$ cat src/design/fha_pkg.sv
// Shared types and constants for the IPv4 flow and host accounting block.
package fha_pkg;

  localparam logic [15:0] ETH_TYPE_IPV4 = 16'h0800;
  localparam logic [7:0]  PROTO_TCP     = 8'd6;
  localparam logic [7:0]  PROTO_UDP     = 8'd17;

  // Ethernet header plus minimal IPv4 header
  localparam logic [16:0] MIN_IPV4_FRAME = 17'd34;
  // Ethernet header plus transport header, IPv4 header length added on top
  localparam logic [16:0] TCP_FIT_BASE   = 17'd34;
  localparam logic [16:0] UDP_FIT_BASE   = 17'd22;

  localparam logic [39:0] BW_THRESHOLD_RESET    = 40'd10485760;
  localparam logic [10:0] SPIKE_THRESHOLD_RESET = 11'd500;

  localparam logic [10:0] LIVE_FLOWS_MAX = 11'd2047;

  localparam logic RECORD_ALERT   = 1'b0;
  localparam logic RECORD_SUMMARY = 1'b1;

  localparam logic REQ_PACKET = 1'b0;
  localparam logic REQ_TICK   = 1'b1;

  // register select taken from paddr[3]
  localparam logic REG_BANDWIDTH = 1'b0;
  localparam logic REG_SPIKE     = 1'b1;

  typedef struct packed {
    logic [31:0] src;
    logic [31:0] dst;
    logic [31:0] ports;
    logic [7:0]  proto;
  } flow_key_t;

  localparam int KEY_W = $bits(flow_key_t);

endpackage

$ cat src/design/fha_alu.sv
// Shared 64-bit adder and magnitude compare used by the sequencer.
module fha_alu
  import fha_pkg::*;
(
  input  logic [63:0] a,
  input  logic [63:0] b,
  output logic [63:0] sum,
  output logic        gt
);

  assign sum = a + b;
  assign gt  = a > b;

endmodule
$ cat config.mk
export PLATFORM = sky130hd
export DESIGN_NAME = fha_alu
export DESIGN_NICKNAME = d
export VERILOG_FILES = /design/src/design/fha_pkg.sv /design/src/design/fha_alu.sv
export SDC_FILE = /design/constraint.sdc
export NUM_CORES = 1
export LEC_CHECK = 0
export BUFFER_PORTS_ARGS = -buffer_cell sky130_fd_sc_hd__buf_2
export CAP_MARGIN = 20
export CORE_ASPECT_RATIO = 1.4
export CORE_MARGIN = 5
export CORE_UTILIZATION = 45
export DETAILED_ROUTE_END_ITERATION = 8
export PLACE_DENSITY_LB_ADDON = 0.2
export SLEW_MARGIN = 20
export SYNTH_ARGS = -nofsm -noshare
export SYNTH_HDL_FRONTEND = slang
export SYNTH_SLANG_ARGS = --single-unit
$ cat constraint.sdc
create_clock -name vclk -period 4.56
set_input_delay 0.684 -clock vclk [all_inputs]
set_output_delay 0.684 -clock vclk [all_outputs]
set_load 0.02 [all_outputs]
* After elaboration in Yosys (flattened, before gate mapping)
Cells that the tools add are included.
Word-level totals: register bits 0, input bits 128, output and inout port bits 65, logic and storage cells 2
Operators by class: $add $sub $neg 1, $lt $le $gt $ge 1
Operators by type and width (number):
- adder 64 bit | 1
- greater-than comparator 64 bit | 1

* Depth between registers and ports, before layout
Gate-level depths: netlist of run 1.
word-level depth 1, gate-level depth with buffers 12, mapped depth without buffers 11

* Worst setup path before layout of run 1
No wires, ideal clock.
kind input -> output, start in a[0], end out sum[40], data arrival time 3.501 ns, required time 3.876 ns, setup slack 0.375 ns, cell stages on the path 11, buffers on the path 0, cells stage by stage ha_1 > fa_1 > nor2b_1 > o21ai_1 > a221oi_1 > a211oi_1 > nor4b_1 > o21a_1 > o21a_1 > or3_1 > o311ai_1
On the way: word-level cells in the longest chain between the ends 1
RTL lines:
- from (decl) | RTL line fha_alu.sv:5 | input logic [63:0] a,
- adder 64 bit | RTL line fha_alu.sv:11 | assign sum = a + b;
- to (decl) | RTL line fha_alu.sv:7 | output logic [63:0] sum,
Every way passes these cells.

* Worst setup path in the final report of run 1
start in a[7], end out sum[63]
Same word-level chain as after synthesis.

==> results of run 1 <==
-- power by group --
group | internal (mW) | total (mW) | switching, mW
sequential | 0 | 0 | 0
clock | 0.0000000587 | 0.0000000587 | 0
combinational | 0.411 | 1.09 | 0.679
total | 0.411 | 1.09 | 0.679
-- cell usage after synthesis, drive strengths merged, types with 5 or more instances --
cell type / number
o31ai: 20
inv: 125
ha: 127
a21boi: 6
xnor2: 50
o21ai: 41
nand2: 29
nor2b: 17
nand2b: 5
o211ai: 8
nor2: 93
a21oi: 92
nor4: 21
nand3: 10
or3: 7
nand4: 18
xor2: 6
clkbuf: 23
nor3: 21
a21o: 8
a31oi: 8
a211oi: 11
o21bai: 24
-- routing by layer --
layer,global-route usage [%],up-vias
met5,0,-
met4,4.57,0
met3,1.87,20
met1,26.8,2963
li1,-,3326
met2,42.2,197
-- cell families (layout without fill, tap and decap cells) --
group | Yosys count | in the layout | share of synthesized area, %
muxes | 1 | 1 | 0.180
other | 0 | 2 | 0
and+or+nand+nor | 241 | 241 | 21.5
buffers and inverters | 149 | 336 | 10.2
xor gates and xnor gates | 56 | 56 | 8.83
AOI/OAI and AO/OA | 256 | 256 | 30.3
adders and majority gates | 128 | 128 | 29.0
-- worst min-delay path by stage --
stage | end | slack, ns
2_1_floorplan | sum[0] | 1.57
3_5_place_dp | sum[0] | 1.79
4_1_cts | sum[0] | 1.79
5_1_grt | sum[0] | 1.82
3_3_place_gp | sum[0] | 1.79
6_report | sum[0] | 1.79
-- timing repair --
item | in CTS | in global routing
setup buffers | 0 | 0
endpoints found under the setup margin | 0 | 6
resized for setup | 0 | 2
-- worst min-delay path, stage by stage --
cell	delay [ns]
sky130_fd_sc_hd__buf_2	0.09
sky130_fd_sc_hd__ha_1	0.14
sky130_fd_sc_hd__inv_1	0.04
sky130_fd_sc_hd__buf_2	0.15
-- per-stage QoR --
step | area (µm²) | setup TNS, ns | utilization [%] | worst slack [ns]
floorplan | 5560 | 0 | - | 0.375
global placement | 6750 | 0 | 55.1 | 0.149
detailed placement | 6750 | 0 | 55.1 | 0.0481
CTS | 6750 | 0 | 55.1 | 0.0412
global route | 6770 | -0.00700 | 55.2 | -0.00700
finish | 6770 | 0 | 55.2 | 0.121
-- area by class of cell --
cell class / count / area share (%)
Antenna cell: 2 / 0.0740
Tap cell: 150 / 2.77
Inverter: 125 / 6.94
Timing Repair Buffer: 211 / 16.3
Multi-Input combinational cell: 682 / 73.9
==> reports/qor.log, run 1 <==
qor: place.globalplace.congestion 0.966
qor: critical_path.ordered_cell_list_for_the_critical_path buf_2 -> ha_1 -> or4_4 -> or3_4 -> nor2_2 -> o21ai_2 -> a211oi_4 -> o211ai_2 -> a2111oi_4 -> nor2_2 -> o211ai_1 -> buf_2
qor: floorplanning.initial_core_util 45.3%
qor: timing.min_period 4.44 ns
qor: synthesis.synthesis.nets 1087
qor: floorplanning.chipHeight 141 µm
qor: global_route.wire_length_of_the_first_global_routing_pass 28.4 mm
qor: finish.multi_input_comb_area 5000 µm²
qor: floorplanning.die_span_x 104 µm
qor: critical_path.critPathCaptureType output port
qor: synthesis.yosysTopAreaCellShare 28.6%
qor: finish.final_nets 1276
qor: timing.timing_hold_violations_final 0
qor: detailed_routing.first_iteration_detailed_routing_drc_count 336
qor: global_route.globalRouteTotalUtil 22.1%
qor: synthesis.ys_seq_area_share 0%
qor: global_route.grt_pass1_vias 6277
qor: place.numPortBuffers 193
qor: detailed_routing.wl 17.6 mm
qor: power.power_per_cell_area 161 nW/µm²
qor: detailed_routing.vias_per_cell 5.56
qor: finish.most_common_cell_after_layout_fill_and_taps_aside sky130_fd_sc_hd__buf_2
qor: global_route.antenna_found_initial 2
qor: worst_hold_path.holdCritPathClass in -> out
qor: timing.hold_slack 1.79 ns
qor: worst_hold_path.min-delay-start b[0]
qor: finish.instances_no_fill 1170
qor: synthesis.postSynthAreaPerCell 6.69 µm²
qor: synthesis.yosys_warnings 0
qor: power.power.ir.vdd_worst 0.0996 mV
qor: critical_path.cp_data_required_time 3.88 ns
qor: clocking.cts_hold_buf 0
qor: critical_path.crit_slowest_cell sky130_fd_sc_hd__or4_4
qor: detailed_routing.drc 0
qor: detailed_routing.detail_route.first_pass.iterations 5
qor: timing.slew_violations 0
qor: detailed_routing.top_signal_layer_used met4
qor: place.dp.cells 1168
qor: critical_path.cp.depth 12
qor: worst_hold_path.timing.hold.worst_path_depth 4
qor: power.totalPowerFinal 1.09 mW
qor: finish.area.growth.synth_to_final 21.8%
qor: finish.leading_cell_types_in_the_layout_fill_and_taps_excluded sky130_fd_sc_hd__buf_2, sky130_fd_sc_hd__ha_1, sky130_fd_sc_hd__inv_1
qor: floorplanning.rows 48
qor: synthesis.netlist-cell-type-count 66
qor: synthesis.total_standard_cell_area_after_synthesis 5560 µm²
qor: synthesis.post_synth_inst_count 831
qor: global_route.largest_net_degree_at_the_start_of_global_routing 16
qor: timing.timing_worst_slew_pin_value 0.600 ns
qor: critical_path.critical_path_at 3.75 ns
qor: run.max_cap_viol_count 0
qor: detailed_routing.route.layer.met1.wl 7.36 mm
qor: timing.fmax 225 MHz
qor: critical_path.critPathMaxStageDelay 0.58 ns
qor: finish.fillers 1343
qor: floorplanning.coreArea 12300 µm²
qor: critical_path.cell_class_contributing_the_biggest_share_of_worst_path_delay compound AO/OA/AOI/OAI gates
qor: detailed_routing.final_antenna_net_count 0
qor: synthesis.yosysTopAreaCell sky130_fd_sc_hd__ha_1
qor: synthesis.synth_top_cells_by_area sky130_fd_sc_hd__ha_1, sky130_fd_sc_hd__inv_1, sky130_fd_sc_hd__a21oi_1
qor: finish.seq_cell_count 0
qor: timing.report.final.setup_viol 0
qor: detailed_routing.detailroute.wirelength.met3 916 µm
qor: timing.finalCritPeriodShare 97.3%
qor: finish.seq_area 0 µm²
qor: detailed_routing.route.detailed.wl_per_inst 15.0 µm
qor: place.hpwl_after_detailed_placement 15.5 mm
qor: power.static-leakage-power 3.46 nW
qor: floorplanning.boundaryPins 193
qor: detailed_routing.routed-wl-met2 9.02 mm
qor: timing.slew-limit-headroom 59.3%
qor: critical_path.critical_path_peak_fanout 5
qor: global_route.grt-ovfl-total 0
qor: critical_path.worstSetupStartpoint a[7]
qor: critical_path.timing.setup.critical_path_class in -> out
qor: critical_path.critical_path.n_buffers_inverters 2
qor: finish.drive_gt1_share 22.5%
qor: outcome.status finished, final reports clean
qor: floorplanning.fp.dieArea 14700 µm²
qor: finish.clock_buffer_count 0
qor: critical_path.endpoint sum[63]
qor: critical_path.critPathLaunchType primary input
qor: detailed_routing.route.vias.total 6506
Note: power is estimated with default switching activity, not from simulation.
==> run 2, diff against run 1 <==
--- a/config.mk
+++ b/config.mk
@@ -14,3 +14,3 @@
 export PLACE_DENSITY_LB_ADDON = 0.2
-export SLEW_MARGIN = 20
+export SLEW_MARGIN = 10
 export SYNTH_ARGS = -nofsm -noshare
@@ -18 +18,2 @@
 export SYNTH_SLANG_ARGS = --single-unit
+export TNS_END_PERCENT = 30
==> constraint.sdc (replaced) <==
create_clock -name vclk -period 4.56
set_input_delay 1.368 -clock vclk [all_inputs]
set_output_delay 1.368 -clock vclk [all_outputs]
set_load 0.02 [all_outputs]
==> run 2 against run 1 <==
Effect of this change:
- the flow now finishes with violations (negative setup slack)
- critical path depth up 2
- core utilization up 29 points
- first-iteration DRC count up 31%
- wire length up 42%
- largest power group unchanged
- critical path type unchanged
- largest cell class unchanged
- cell count up 25%
- global-route usage up 6.6 points
==> reports/qor.log, run 2 (synthesized netlist as in run 1, its figures left out) <==
qor: outcome.status complete, but fails checks
qor: outcome.failed_checks negative setup slack
qor: floorplanning.fp.dieArea 14700 µm²
qor: critical_path.critical_path.n_buffers_inverters 4
qor: place.numPortBuffers 193
qor: critical_path.cp_data_required_time 3.19 ns
qor: global_route.antenna_found_initial 0
qor: floorplanning.chipHeight 141 µm
qor: finish.seq_cell_count 0
qor: power.totalPowerFinal 1.70 mW
qor: timing.slew-limit-headroom 62.7%
qor: finish.drive_gt1_share 50.3%
qor: worst_hold_path.holdCritPathClass in -> out
qor: timing.min_period 5.53 ns
qor: timing.report.final.setup_viol 55
qor: timing.timing_hold_violations_final 0
qor: finish.most_common_cell_after_layout_fill_and_taps_aside sky130_fd_sc_hd__buf_4
qor: floorplanning.die_span_x 104 µm
qor: finish.leading_cell_types_in_the_layout_fill_and_taps_excluded sky130_fd_sc_hd__buf_4, sky130_fd_sc_hd__buf_2, sky130_fd_sc_hd__inv_1
qor: finish.final_nets 1575
qor: global_route.grt-ovfl-total 0
qor: timing.timing_worst_slew_pin_value 0.554 ns
qor: power.power.ir.vdd_worst 0.128 mV
qor: detailed_routing.vias_per_cell 5.68
qor: global_route.globalRouteTotalUtil 28.7%
qor: global_route.grt_pass1_vias 8339
qor: timing.final.setup.tns -34.67 ns
qor: detailed_routing.route.vias.total 8332
qor: critical_path.critPathLaunchType primary input
qor: critical_path.crit_slowest_cell sky130_fd_sc_hd__or4_4
qor: timing.slew_violations 0
qor: detailed_routing.route.detailed.wl_per_inst 17.0 µm
qor: power.static-leakage-power 5.24 nW
qor: place.placed_cell_area 9070 µm²
qor: run.max_cap_viol_count 0
qor: timing.fmax 181 MHz
qor: finish.fin_area 10300 µm²
qor: critical_path.cell_class_contributing_the_biggest_share_of_worst_path_delay simple AND/OR/NAND/NOR gates
qor: floorplanning.rows 48
qor: floorplanning.initial_core_util 45.3%
qor: detailed_routing.drc 0
qor: timing.finalCritPeriodShare 121%
qor: critical_path.critPathCaptureType output port
qor: timing.layout_setup_ws -0.973 ns
qor: global_route.wire_length_of_the_first_global_routing_pass 36.7 mm
qor: detailed_routing.first_iteration_detailed_routing_drc_count 441
qor: global_route.largest_net_degree_at_the_start_of_global_routing 16
qor: finish.postLayoutCoreUtil 84.0%
qor: floorplanning.boundaryPins 193
qor: power.power_per_cell_area 166 nW/µm²
qor: floorplanning.coreArea 12300 µm²
qor: critical_path.critical_path_peak_fanout 5
qor: detailed_routing.wl 25.0 mm
qor: place.hpwl_after_detailed_placement 18.6 mm
qor: finish.area.growth.synth_to_final 85.2%
qor: critical_path.critical_path_at 4.16 ns
qor: critical_path.timing.setup.critical_path_class in -> out
qor: critical_path.ordered_cell_list_for_the_critical_path buf_4 -> ha_4 -> or4_4 -> or3_4 -> buf_6 -> a211oi_4 -> o31ai_4 -> o21ai_2 -> a31oi_4 -> o21ai_2 -> buf_6 -> a2111o_1 -> nand4_1 -> buf_2
qor: finish.n_antenna_cell 0
qor: detailed_routing.final_antenna_net_count 0
qor: detailed_routing.detail_route.first_pass.iterations 5
qor: critical_path.critPathMaxStageDelay 0.54 ns
qor: finish.seq_area 0 µm²
qor: timing.grt_setup_unrepaired yes
qor: finish.clock_buffer_count 0
qor: place.globalplace.congestion 0.985
-- run 2: cell count changes in the layout (fill, tap and decap cells not counted), sizes merged --
cell	previous run	this run
buf	211	510
diode	2	0
-- run 2: routing by layer --
layer	track usage, %	part of all wire (%)	wire length (µm)
met5	0	0	0
met2	57.3	53	13200
met1	30.0	35	8820
met4	12.1	6.1	1520
met3	3.00	5.6	1390
-- run 2: layout make-up --
cell class	count	area [µm²]
multi-input cells	682	5980
repair buffers	510	3630
fillers	758	1970
inverters	125	492
well taps	150	188
-- run 2: report_power, final --
group,leakage (nW),internal (mW),switching (mW)
Combinational,5.24,0.816,0.887
Clock,0,0,0
Sequential,0,0,0
Total,5.24,0.816,0.887
-- run 2: worst paths after layout --
check | startpoint | slack, ns | endpoint | cells after the start
min | b[1] | 3.24 | sum[1] | 3
max | a[10] | -0.97 | sum[41] | 14
-- run 2: repair_timing --
| action | in CTS | in global routing |
|---|---|---|
| hold buffers | 0 | 0 |
| setup buffers | 10 | 8 |
| pin swaps | 52 | 39 |
| setup endpoints to repair | 56 | 57 |
| resized for setup | 155 | 92 |
| gates cloned | 0 | 0 |
-- run 2: metrics by stage --
stage / hold slack (ns) / worst slack, ns / instances
detailed placement: 3.23 / -1.00 / 1450
floorplan: 2.94 / -0.801 / 831
global placement: 3.23 / -0.952 / 1450
global route: 3.25 / -1.06 / 1467
finish: 3.24 / -0.973 / 1467
CTS: 3.23 / -0.938 / 1459
-- run 2: worst min-delay path: cells and delay by family --
family	cells	cell delay [ns]
buf+inv	2	0.28
fa+ha+maj	1	0.22
==> run 3, diff against run 2 <==
- CORE_ASPECT_RATIO: 1.4 -> 0.8
- clock period: 4.56 -> 6.7 ns (I/O delays scaled with it)
==> run 3 against run 2 <==
Effect of this change:
- the run still ends with negative setup slack left
- first-iteration DRC count grew 8.8%
- final area shrank 22%
- critical path depth shrank 1
- sequential share of layout area is the same
- core utilization shrank 18 points
- global-route usage shrank 4.9 points
- count of clock-buffer cells in the layout is the same
- worst setup slack gained 0.85 ns
- non-clock buffer count shrank 191
- largest power group unchanged
==> reports/qor.log, run 3 (synthesized netlist as in run 1, its figures left out) <==
qor: finish.final_nets 1384
qor: finish.drive_gt1_share 33.9%
qor: critical_path.critPathMaxStageDelay 0.52 ns
qor: timing.final.setup.tns -0.362 ns
qor: place.globalplace.congestion 0.967
qor: critical_path.critical_path.n_buffers_inverters 3
qor: finish.seq_cell_count 0
qor: global_route.grt-ovfl-total 0
qor: timing.slew-limit-headroom 58.3%
qor: floorplanning.fp.dieArea 14700 µm²
qor: timing.finalCritPeriodShare 102%
qor: critical_path.critical_path_at 4.81 ns
qor: outcome.status complete, but fails checks
qor: floorplanning.boundaryPins 193
qor: timing.grt_setup_unrepaired yes
qor: detailed_routing.vias_per_cell 5.39
qor: detailed_routing.detail_route.first_pass.iterations 5
qor: power.static-leakage-power 4.05 nW
qor: timing.report.final.setup_viol 4
qor: critical_path.critPathCaptureType output port
qor: power.power.ir.vdd_worst 0.0629 mV
qor: critical_path.endpoint sum[63]
qor: finish.clock_buffer_count 0
qor: global_route.globalRouteTotalUtil 23.9%
qor: critical_path.timing.setup.critical_path_class in -> out
qor: finish.multi_input_comb_area 5350 µm²
qor: timing.fmax 147 MHz
qor: global_route.grt_pass1_vias 6548
qor: critical_path.cp_data_required_time 4.69 ns
qor: floorplanning.die_span_x 134 µm
qor: finish.instances_no_fill 1280
qor: timing.layout_setup_ws -0.123 ns
qor: worst_hold_path.holdCritPathClass in -> out
qor: floorplanning.coreArea 12100 µm²
qor: global_route.wire_length_of_the_first_global_routing_pass 30.0 mm
qor: critical_path.ordered_cell_list_for_the_critical_path buf_6 -> inv_4 -> ha_4 -> or4_4 -> or3_4 -> nor2_4 -> o21ai_4 -> a211oi_4 -> o211ai_2 -> a2111oi_4 -> nor2_2 -> o211ai_1 -> buf_4
qor: place.hpwl_after_detailed_placement 16.1 mm
qor: critical_path.worstSetupStartpoint b[7]
qor: finish.fillers 1131
qor: floorplanning.rows 36
qor: detailed_routing.wl 18.5 mm
qor: critical_path.cp.depth 13
qor: detailed_routing.drc 0
qor: timing.min_period 6.82 ns
qor: place.numPortBuffers 193
qor: critical_path.cell_class_contributing_the_biggest_share_of_worst_path_delay compound AO/OA/AOI/OAI gates
qor: clocking.cts_hold_buf 0
qor: floorplanning.initial_core_util 45.8%
qor: place.dp.cells 1272
qor: detailed_routing.route.detailed.wl_per_inst 14.5 µm
qor: timing.slew_violations 0
qor: critical_path.critPathLaunchType primary input
qor: detailed_routing.final_antenna_net_count 0
qor: global_route.largest_net_degree_at_the_start_of_global_routing 16
qor: critical_path.crit_slowest_cell sky130_fd_sc_hd__or4_4
qor: outcome.failed_checks negative setup slack
qor: finish.area.growth.synth_to_final 44.1%
qor: floorplanning.chipHeight 109 µm
qor: timing.timing_hold_violations_final 0
qor: place.placement.setup.worst_slack -0.498 ns
qor: finish.leading_cell_types_in_the_layout_fill_and_taps_excluded sky130_fd_sc_hd__buf_2, sky130_fd_sc_hd__buf_4, sky130_fd_sc_hd__ha_1
qor: detailed_routing.route.vias.total 6893
qor: timing.timing_worst_slew_pin_value 0.617 ns
qor: critical_path.critical_path_peak_fanout 3
qor: power.power_per_cell_area 108 nW/µm²
qor: finish.seq_area 0 µm²
qor: finish.most_common_cell_after_layout_fill_and_taps_aside sky130_fd_sc_hd__buf_2
qor: global_route.antenna_found_initial 3
qor: finish.postLayoutCoreUtil 66.1%
qor: detailed_routing.first_iteration_detailed_routing_drc_count 480
qor: run.max_cap_viol_count 0
run 3: cell types whose count changed in the layout (fill, tap and decap cells not counted), sizes merged:
cell,change
buf,-191
diode,+2
run 3: metal layers:
metal	up-vias	track usage [%]	part of all wire, %
li1	3534	-	-
met3	18	3.11	7.5
met4	2	2.25	0.88
met5	-	0	0.070
met2	233	39.9	44
met1	3106	34.1	48
run 3: metrics by stage:
step                hold slack [ns]  instance area [µm²]  total power [mW]
floorplan                      4.22                 5560             0.493
global placement               4.42                 7520             0.801
finish                         4.47                 8010             0.866
global route                   4.49                 8010             0.946
CTS                            4.46                 7790             0.837
detailed placement             4.44                 7520             0.807
run 3: tightest hold or removal path: stages:
cell                    delay, ns
sky130_fd_sc_hd__buf_2       0.10
sky130_fd_sc_hd__fa_2        0.19
sky130_fd_sc_hd__buf_2       0.15
run 3: area by class of cell:
type               instances  area share [%]
diodes                     2          0.0625
inverters                125            5.92
multi-input cells        682            66.8
well taps                152            2.38
repair buffers           319            24.8
run 3: report_power, final:
group	total, mW	leakage (nW)	switching [mW]	internal, mW
Combinational	0.866	4.05	0.498	0.368
Clock	0.0000000400	0.0000127	0	0.0000000400
Sequential	0	0	0	0
Total	0.866	4.05	0.498	0.368
run 3: worst min-delay path by stage:
| stage | start | to | slack [ns] | cells after the start |
|---|---|---|---|---|
| 2_1_floorplan | b[0] | sum[0] | 4.22 | 2 |
| 3_3_place_gp | b[1] | sum[1] | 4.42 | 3 |
| 3_5_place_dp | b[1] | sum[1] | 4.44 | 3 |
| 4_1_cts | b[1] | sum[1] | 4.46 | 3 |
| 5_1_grt | b[1] | sum[1] | 4.49 | 3 |
| 6_report | b[1] | sum[1] | 4.47 | 3 |
run 3: what timing repair did:
item,CTS,global route
pin swaps,29,31
buffers inserted,5,2
gates resized for setup,50,36
endpoints found under the setup margin,27,27
